**config.mk**
```make
export PLATFORM = sky130hd
export DESIGN_NAME = text_console_cursor_controller
export DESIGN_NICKNAME = d
export VERILOG_FILES = /design/src/tcc_pkg.sv /design/src/tcc_exec.sv /design/src/tcc_out.sv /design/src/text_console_cursor_controller.sv
export SDC_FILE = /design/constraint.sdc
export NUM_CORES = 1
export LEC_CHECK = 0
export ABC_CLOCK_PERIOD_IN_PS = 3100
export BUFFER_PORTS_ARGS = -buffer_cell sky130_fd_sc_hd__buf_2
export CORE_MARGIN = 5
export CORE_UTILIZATION = 40
export CTS_CLUSTER_DIAMETER = 120
export DETAILED_ROUTE_END_ITERATION = 10
export SYNTH_ARGS = -nofsm -noshare
export SYNTH_HDL_FRONTEND = slang
export SYNTH_SLANG_ARGS = --single-unit
```
**constraint.sdc**
```tcl
create_clock -name clk_i -period 3.1 [get_ports clk_i]
set_clock_uncertainty 0.05 [all_clocks]
set_input_delay 0.31 -clock clk_i [delete_from_list [all_inputs] [get_ports clk_i]]
set_output_delay 0.31 -clock clk_i [all_outputs]
set_load 0.03 [all_outputs]
```
**src/tcc_pkg.sv**
```systemverilog
package tcc_pkg;

  localparam int unsigned FirstPrintable = 32;
  localparam int unsigned LastPrintable  = 126;
  localparam int unsigned TabStop        = 8;
  localparam int unsigned TabShift       = $clog2(TabStop);

  localparam logic [2:0] OpPut         = 3'd0;
  localparam logic [2:0] OpClearScreen = 3'd1;
  localparam logic [2:0] OpHome        = 3'd2;
  localparam logic [2:0] OpEnd         = 3'd3;
  localparam logic [2:0] OpScrollUp    = 3'd4;

  localparam logic [2:0] CmdGlyph       = 3'd0;
  localparam logic [2:0] CmdClearCell   = 3'd1;
  localparam logic [2:0] CmdScroll      = 3'd2;
  localparam logic [2:0] CmdClearScreen = 3'd3;
  localparam logic [2:0] CmdCursor      = 3'd4;

  localparam logic [7:0] CharBackspace = 8'd8;
  localparam logic [7:0] CharTab       = 8'd9;
  localparam logic [7:0] CharNewline   = 8'd10;
  localparam logic [7:0] CharReturn    = 8'd13;

  localparam logic [1:0] RegEnable  = 2'd0;
  localparam logic [1:0] RegColumns = 2'd1;
  localparam logic [1:0] RegRows    = 2'd2;
  localparam logic [1:0] RegTheme   = 2'd3;

  localparam logic [9:0] ColumnsReset = 10'd80;
  localparam logic [8:0] RowsReset    = 9'd25;
  localparam logic [9:0] MaxColumns   = 10'd512;
  localparam logic [8:0] MaxRows      = 9'd256;

  typedef struct packed {
    logic [2:0] opcode;
    logic [7:0] char_code;
    logic [5:0] line_count;
  } in_item_t;

  typedef struct packed {
    logic [2:0]  command;
    logic [8:0]  cell_col;
    logic [7:0]  cell_row;
    logic [6:0]  glyph_index;
    logic [23:0] fg_color;
    logic [23:0] bg_color;
    logic [8:0]  cursor_col_now;
    logic [7:0]  cursor_row_now;
    logic        last;
  } out_item_t;

  typedef struct packed {
    logic       enable;
    logic [9:0] columns;
    logic [8:0] rows_in_use;
    logic [2:0] theme;
  } cfg_t;

  typedef struct packed {
    out_item_t  first;
    logic [5:0] extra;
    logic [8:0] col;
    logic [7:0] row;
  } plan_t;

  function automatic logic [23:0] pal_fg(input logic [2:0] t);
    logic [23:0] c;
    unique case (t)
      3'd0:    c = 24'hFFFFFF;
      3'd1:    c = 24'hE0E0E0;
      3'd2:    c = 24'h000000;
      3'd3:    c = 24'h00FF00;
      3'd4:    c = 24'h00FFFF;
      3'd5:    c = 24'h90EE90;
      3'd6:    c = 24'h87CEEB;
      default: c = 24'hFFD700;
    endcase
    return c;
  endfunction

  function automatic logic [23:0] pal_bg(input logic [2:0] t);
    logic [23:0] c;
    unique case (t)
      3'd0:    c = 24'h000000;
      3'd1:    c = 24'h1E1E1E;
      3'd2:    c = 24'hFFFFFF;
      3'd3:    c = 24'h000000;
      3'd4:    c = 24'h0A0A1A;
      3'd5:    c = 24'h0D1F0D;
      3'd6:    c = 24'h0A1628;
      default: c = 24'h1A0A00;
    endcase
    return c;
  endfunction

endpackage

```
**src/tcc_exec.sv**
```systemverilog
module tcc_exec (
  input  tcc_pkg::in_item_t item_i,
  input  tcc_pkg::cfg_t     cfg_i,
  input  logic [8:0]        col_i,
  input  logic [7:0]        row_i,
  output tcc_pkg::plan_t    plan_o
);
  import tcc_pkg::*;

  logic [9:0] ecols;
  logic [8:0] erows;
  logic [8:0] row_inc;
  logic       nl_scroll;
  logic [7:0] nl_row;
  logic [9:0] col_inc;
  logic [9:0] tab_x;
  logic [6:0] glyph;

  logic [8:0] col_d;
  logic [7:0] row_d;
  logic [2:0] cmd;
  logic [8:0] cc;
  logic [7:0] cr;
  logic [6:0] gi;
  logic [5:0] extra;

  always_comb begin
    if (cfg_i.columns == 10'd0) begin
      ecols = 10'd1;
    end else if (cfg_i.columns > MaxColumns) begin
      ecols = MaxColumns;
    end else begin
      ecols = cfg_i.columns;
    end
    if (cfg_i.rows_in_use == 9'd0) begin
      erows = 9'd1;
    end else if (cfg_i.rows_in_use > MaxRows) begin
      erows = MaxRows;
    end else begin
      erows = cfg_i.rows_in_use;
    end
  end

  assign row_inc   = {1'b0, row_i} + 9'd1;
  assign nl_scroll = (row_inc >= erows);
  assign nl_row    = nl_scroll ? 8'(erows - 9'd1) : row_inc[7:0];
  assign col_inc   = {1'b0, col_i} + 10'd1;
  assign tab_x     = 10'(((({1'b0, col_i}) >> TabShift) + 10'd1) << TabShift);
  assign glyph     = ((item_i.char_code >= 8'(FirstPrintable)) &&
                      (item_i.char_code <= 8'(LastPrintable))) ?
                     7'(item_i.char_code - 8'(FirstPrintable)) : 7'd0;

  always_comb begin
    col_d = col_i;
    row_d = row_i;
    cmd   = CmdCursor;
    cc    = 9'd0;
    cr    = 8'd0;
    gi    = 7'd0;
    extra = 6'd0;
    unique case (item_i.opcode)
      OpPut: begin
        if (cfg_i.enable) begin
          unique case (item_i.char_code)
            CharNewline: begin
              col_d = 9'd0;
              row_d = nl_row;
              if (nl_scroll) begin
                cmd = CmdScroll;
              end
            end
            CharReturn: begin
              col_d = 9'd0;
            end
            CharBackspace: begin
              if (col_i != 9'd0) begin
                col_d = col_i - 9'd1;
              end else if (row_i != 8'd0) begin
                row_d = row_i - 8'd1;
                col_d = 9'(ecols - 10'd1);
              end
              cmd = CmdClearCell;
              cc  = col_d;
              cr  = row_d;
            end
            CharTab: begin
              if (tab_x >= ecols) begin
                col_d = 9'd0;
                row_d = nl_row;
                if (nl_scroll) begin
                  cmd = CmdScroll;
                end
              end else begin
                col_d = tab_x[8:0];
              end
            end
            default: begin
              cmd = CmdGlyph;
              cc  = col_i;
              cr  = row_i;
              gi  = glyph;
              if (col_inc >= ecols) begin
                col_d = 9'd0;
                row_d = nl_row;
                if (nl_scroll) begin
                  extra = 6'd1;
                end
              end else begin
                col_d = col_inc[8:0];
              end
            end
          endcase
        end
      end
      OpClearScreen: begin
        if (cfg_i.enable) begin
          cmd   = CmdClearScreen;
          col_d = 9'd0;
          row_d = 8'd0;
        end
      end
      OpHome: begin
        col_d = 9'd0;
        row_d = 8'd0;
      end
      OpEnd: begin
        col_d = 9'(ecols - 10'd1);
        row_d = 8'(erows - 9'd1);
      end
      OpScrollUp: begin
        if (cfg_i.enable && (item_i.line_count != 6'd0)) begin
          cmd   = CmdScroll;
          extra = item_i.line_count - 6'd1;
        end
      end
      default: begin
        cmd = CmdCursor;
      end
    endcase
  end

  always_comb begin
    plan_o.first.command        = cmd;
    plan_o.first.cell_col       = cc;
    plan_o.first.cell_row       = cr;
    plan_o.first.glyph_index    = gi;
    plan_o.first.fg_color       = pal_fg(cfg_i.theme);
    plan_o.first.bg_color       = pal_bg(cfg_i.theme);
    plan_o.first.cursor_col_now = col_d;
    plan_o.first.cursor_row_now = row_d;
    plan_o.first.last           = (extra == 6'd0);
    plan_o.extra                = extra;
    plan_o.col                  = col_d;
    plan_o.row                  = row_d;
  end

endmodule

```
**src/tcc_out.sv**
```systemverilog
module tcc_out (
  input  logic                clk_i,
  input  logic                rst_ni,
  input  logic                load_i,
  input  tcc_pkg::plan_t      plan_i,
  output logic                free_o,
  output logic                out_valid_o,
  input  logic                out_ready_i,
  output tcc_pkg::out_item_t  out_data_o
);
  import tcc_pkg::*;

  logic       valid_q;
  logic       valid_d;
  logic [5:0] extra_q;
  logic [5:0] extra_d;
  out_item_t  data_q;
  out_item_t  data_d;
  logic       pop;

  assign pop    = valid_q && out_ready_i;
  assign free_o = !valid_q || (out_ready_i && (extra_q == 6'd0));

  always_comb begin
    valid_d = valid_q;
    extra_d = extra_q;
    data_d  = data_q;
    if (load_i) begin
      valid_d = 1'b1;
      extra_d = plan_i.extra;
      data_d  = plan_i.first;
    end else if (pop) begin
      if (extra_q != 6'd0) begin
        extra_d            = extra_q - 6'd1;
        data_d.command     = CmdScroll;
        data_d.cell_col    = 9'd0;
        data_d.cell_row    = 8'd0;
        data_d.glyph_index = 7'd0;
        data_d.last        = (extra_q == 6'd1);
      end else begin
        valid_d = 1'b0;
      end
    end
  end

  always_ff @(posedge clk_i or negedge rst_ni) begin
    if (!rst_ni) begin
      valid_q <= 1'b0;
      extra_q <= 6'd0;
    end else begin
      valid_q <= valid_d;
      extra_q <= extra_d;
    end
  end

  always_ff @(posedge clk_i) begin
    data_q <= data_d;
  end

  assign out_valid_o = valid_q;
  assign out_data_o  = data_q;

endmodule

```
**src/text_console_cursor_controller.sv**
```systemverilog
// Each item passes the input register and then the output register to reach the output.
// One item per cycle unless stalled; an item with n results keeps the output until all go.
// An input register and an output register with a scroll repeat counter part the sides.
// Reset is asynchronous and active low: valids clear, the cursor goes to row 0, column 0,
// and the registers return to disabled, 80 columns, 25 rows and theme 0.
module text_console_cursor_controller (
  input  logic               clk_i,
  input  logic               rst_ni,
  input  logic               in_valid_i,
  output logic               in_ready_o,
  input  tcc_pkg::in_item_t  in_data_i,
  output logic               out_valid_o,
  input  logic               out_ready_i,
  output tcc_pkg::out_item_t out_data_o,
  input  logic               cfg_valid_i,
  output logic               cfg_ready_o,
  input  logic [1:0]         cfg_index_i,
  input  logic [9:0]         cfg_data_i
);
  import tcc_pkg::*;

  logic     in_valid_q;
  in_item_t in_q;
  cfg_t     cfg_q;
  logic [8:0] col_q;
  logic [7:0] row_q;
  plan_t    plan;
  logic     free;
  logic     advance;

  assign cfg_ready_o = 1'b1;
  assign advance     = in_valid_q && free;
  assign in_ready_o  = !in_valid_q || advance;

  always_ff @(posedge clk_i or negedge rst_ni) begin
    if (!rst_ni) begin
      cfg_q.enable      <= 1'b0;
      cfg_q.columns     <= ColumnsReset;
      cfg_q.rows_in_use <= RowsReset;
      cfg_q.theme       <= 3'd0;
    end else if (cfg_valid_i) begin
      unique case (cfg_index_i)
        RegEnable:  cfg_q.enable      <= cfg_data_i[0];
        RegColumns: cfg_q.columns     <= cfg_data_i;
        RegRows:    cfg_q.rows_in_use <= cfg_data_i[8:0];
        RegTheme:   cfg_q.theme       <= cfg_data_i[2:0];
      endcase
    end
  end

  always_ff @(posedge clk_i or negedge rst_ni) begin
    if (!rst_ni) begin
      in_valid_q <= 1'b0;
      col_q      <= 9'd0;
      row_q      <= 8'd0;
    end else begin
      if (in_ready_o) begin
        in_valid_q <= in_valid_i;
      end
      if (advance) begin
        col_q <= plan.col;
        row_q <= plan.row;
      end
    end
  end

  always_ff @(posedge clk_i) begin
    if (in_valid_i && in_ready_o) begin
      in_q <= in_data_i;
    end
  end

  tcc_exec u_exec (
    .item_i (in_q),
    .cfg_i  (cfg_q),
    .col_i  (col_q),
    .row_i  (row_q),
    .plan_o (plan)
  );

  tcc_out u_out (
    .clk_i       (clk_i),
    .rst_ni      (rst_ni),
    .load_i      (advance),
    .plan_i      (plan),
    .free_o      (free),
    .out_valid_o (out_valid_o),
    .out_ready_i (out_ready_i),
    .out_data_o  (out_data_o)
  );

endmodule

```
==> impl_metrics.py <==
metrics = {
    "global_routing": {
        "grt_max_degree": 28,
        "antenna_found_initial": 0,
        "grt_overflow_total": 0,
        "grt_pass1_wl_um": 43100,
        "grt_pass1_vias": 7677,
        "track_usage_pct": 22.26,
    },
    "die": {
        "dieArea_um2": 25180,
        "fp-row-count": 54,
        "core-area_um2": 21820,
        "initial_core_util_pct": 40.52,
        "io_pins": 130,
        "die_w_um": 158.7,
        "dieHeight_um": 158.7,
    },
    "synth": {
        "synthCells": 908,
        "synth_fa_ha_area_share_pct": 6.225,
        "synth-seq-cells": 136,
        "netlist-cell-type-count": 88,
        "synth.net_count": 986,
        "synth_top_family_by_area": "compound AO/OA/AOI/OAI gates",
        "synthArstFlopShare_pct": 35.29,
        "synth_compound_area_share_pct": 19.38,
        "ys.warnings.count": 0,
        "synthMuxAreaShare_pct": 3.877,
        "syn-cell-area_um2": 8843,
        "ys_seq_area_share_pct": 43.53,
        "postSynthAreaPerCell_um2": 9.740,
        "yosys.area_share.simple_pct": 18.12,
        "synth_xor_xnor_area_share_pct": 2.773,
        "ys.flop_type": "edfxtp_1",
        "synth_edf_count": 88,
    },
    "clocking": {
        "htree_levels": 4,
        "cts_inserted_buffers": 17,
        "clk_pin_slew_ns": 0.07,
        "cts.sink_count": 136,
        "cts_tree": "done",
        "worstSkewPairLatency_ns": 0.43,
        "clock_path_buffers": 2,
        "cts-root-buf": "clkbuf_16",
    },
    "power_and_ir_drop": {
        "switching_power_mw": 4.271,
        "power.internal_mw": 5.619,
        "comb_power_share_pct": 53.3,
        "ir_drop_mv": 0.4124,
        "power.density_nw_per_um2": 854.3,
        "seq_power_share_pct": 26.0,
        "p_leak_nw": 4.845,
        "pwr-share-clk_pct": 20.7,
        "sw_frac_of_total_pct": 43.19,
    },
    "final_layout": {
        "fin_nets": 1204,
        "antenna_cells": 0,
        "drive_gt1_share_pct": 37.14,
        "fin_area_um2": 11580,
        "final_cells": 1419,
        "syn2layout_area_growth_pct": 30.91,
    },
    "critical_path": {
        "worstPathRequired_ns": 3.32,
        "end_kind": "flop",
        "cp.arrival_ns": 3.39,
        "critPathKind": "flop to flop",
        "worstPathMaxFanout": 5,
        "start_kind": "flop",
    },
    "placement": {
        "gp_congestion": 0.9895,
        "dp.cells": 1350,
        "hpwl_um": 20810,
        "place_ws_ns": -0.1136,
        "place_area_um2": 10280,
        "port_buffers": 128,
    },
    "drt": {
        "routed_wirelength_um": 28250,
        "drt_first_pass_iters": 5,
        "ant_nets": 0,
        "drc": 0,
        "wl_per_cell_um": 19.91,
        "viasPerCell": 5.677,
        "dr.first_iter.drc_count": 586,
        "routed-via-count": 8056,
    },
    "sta": {
        "setup_slack_ns": -0.07433,
        "hold_violations": 0,
        "rsz0062_at_grt": "true",
        "period_minus_slack_ns": 3.174,
        "relSlewSlack_pct": 50.59,
        "fin_setup_tns_ns": -0.2347,
        "period_share_pct": 102.4,
        "worst_pin_slew_ns": 0.7385,
        "setup_viol": 7,
        "drv_slew": 0,
        "timing.fmax_mhz": 315.0,
    },
    "run": {
        "max_cap_violations": 0,
    },
    "hold_path": {
        "hold_class": "primary input to flop",
    },
    "run_status": {
        "status": "finished, violations left",
        "violations": "negative setup slack",
    },
}
[placed cells by master, fill, tap and decap left out, types with 18 or more instances in the layout]
| master | n |
|---|---|
| a21oi_1 | 53 |
| buf_2 | 128 |
| buf_4 | 125 |
| dfrtp_1 | 39 |
| dlygate4sd3_1 | 18 |
| edfxtp_1 | 88 |
| ha_1 | 38 |
| inv_1 | 39 |
| mux2_2 | 26 |
| nand2_1 | 77 |
| nand3_1 | 29 |
| nor2_1 | 59 |
| nor3_1 | 30 |
| o21ai_0 | 37 |
[flip-flops by register name, summed over array words and instances, names as in the netlist]
name / cells
u_out.out_data_o: 71
cfg_q: 23
in_q: 17
col_q: 9
row_q: 8
u_out.extra_q: 6
in_valid_q: 1
u_out.out_valid_o: 1
[final cells by class]
type	instances	area (µm²)
Tap cell	280	350.3
Fill cell	1971	10250
Timing Repair Buffer	273	1782
Sequential cell	136	3855
Multi-Input combinational cell	657	4853
Clock inverter	15	157.7
Inverter	41	153.9
Clock buffer	17	425.4
[cells by family after synthesis]
group                    after synthesis
AO/OA/AOI/OAI                        247
XOR/XNOR                              28
adder cells (fa/ha/maj)               44
buffers and inverters                115
flip-flops                           136
multiplexers                          31
other                                  1
AND/OR/NAND/NOR                      306
[path summary, 6_finish.rpt]
| path | cells past startpoint | endpoint | slack (ns) | from |
|---|---|---|---|---|
| max reg2reg | 14 | u_out.out_data_o[4] | -0.07 | col_q[1] |
| min reg2reg | 2 | u_out.extra_q[5] | 0.49 | u_out.extra_q[5] |
| min | 2 | in_valid_q | 0.04 | in_valid_i |
| max | 14 | u_out.out_data_o[4] | -0.07 | col_q[1] |
| max in group asynchronous | 3 | row_q[0] | 1.75 | rst_ni |
| min in group asynchronous | 2 | col_q[7] | 0.41 | rst_ni |
[what timing repair did]
item | 4_1_cts | 5_1_grt
pin swaps | 13 | 40
hold buffers | 18 | 0
gates resized for setup | 21 | 67
gates cloned | 1 | 0
buffers inserted | 9 | 9
hold endpoints to repair | 37 | 0
endpoints found under the setup margin | 17 | 35
[metal layers]
| metal | global-route usage (%) | vias up | routed length (µm) |
|---|---|---|---|
| met5 | 0 | - | 0 |
| met4 | 7.880 | 0 | 1003 |
| met3 | 3.996 | 70 | 1969 |
| met2 | 37.56 | 343 | 13690 |
| met1 | 28.74 | 3855 | 11590 |
| li1 | - | 3788 | - |
[cells in the mapped netlist, drive strengths merged, types with 4 or more instances]
master / n / area [µm²]
a211o: 6 / 52.55
a211oi: 11 / 87.58
a21o: 12 / 90.09
a21oi: 58 / 294.0
a221oi: 5 / 43.79
a22o: 8 / 70.07
a22oi: 9 / 67.56
a31oi: 15 / 93.84
and2: 15 / 93.84
and3: 6 / 37.54
and4: 4 / 35.03
buf: 36 / 237.7
clkbuf: 38 / 142.6
dfrtp: 43 / 1076
dfstp: 5 / 131.4
edfxtp: 88 / 2643
ha: 44 / 550.5
inv: 41 / 153.9
mux2: 26 / 292.8
mux2i: 5 / 50.05
nand2: 80 / 310.3
nand2b: 16 / 100.1
nand3: 33 / 170.2
nand3b: 4 / 30.03
nand4: 8 / 50.05
nor2: 67 / 251.5
nor2b: 4 / 25.02
nor3: 35 / 175.2
nor3b: 5 / 37.54
nor4: 12 / 136.4
o211ai: 10 / 80.07
o21ai: 56 / 295.3
o221ai: 6 / 71.32
o22ai: 5 / 31.28
or2: 5 / 31.28
or3: 6 / 42.54
xnor2: 18 / 157.7
xor2: 10 / 87.58
[metrics by stage]
stage / total power, mW / util [%] / hold WS, ns
after detailed placement: 7.128 / 47.10 / 0.3346
after CTS: 9.427 / 51.27 / 0.02103
after global routing: 10.47 / 53.05 / 0.01800
final: 9.890 / 53.05 / 0.03598
after floorplan: 5.520 / - / -0.03559
after global placement: 7.094 / 47.10 / 0.3429
[power groups by stage]
stage	clock, mW	combinational [mW]	sequential (mW)
5_1_grt	2.18	5.68	2.61
2_1_floorplan	0	2.91	2.61
3_5_place_dp	0	4.56	2.57
6_report	2.05	5.27	2.57
3_3_place_gp	0	4.53	2.57
4_1_cts	2.09	4.80	2.54
[critical path: stages, from the launching register on]
cell and delay, ns:
dfrtp_1 0.38, ha_2 0.20, buf_4 0.13, buf_4 0.13, xor2_1 0.30, ha_1 0.31
o21ai_0 0.08, o21ai_1 0.10, a211oi_2 0.31, buf_4 0.23, nor2_1 0.07, buf_4 0.16
o221ai_2 0.17, o211ai_1 0.16, a31oi_1 0.23
Note: power is estimated with default switching activity, not from simulation.
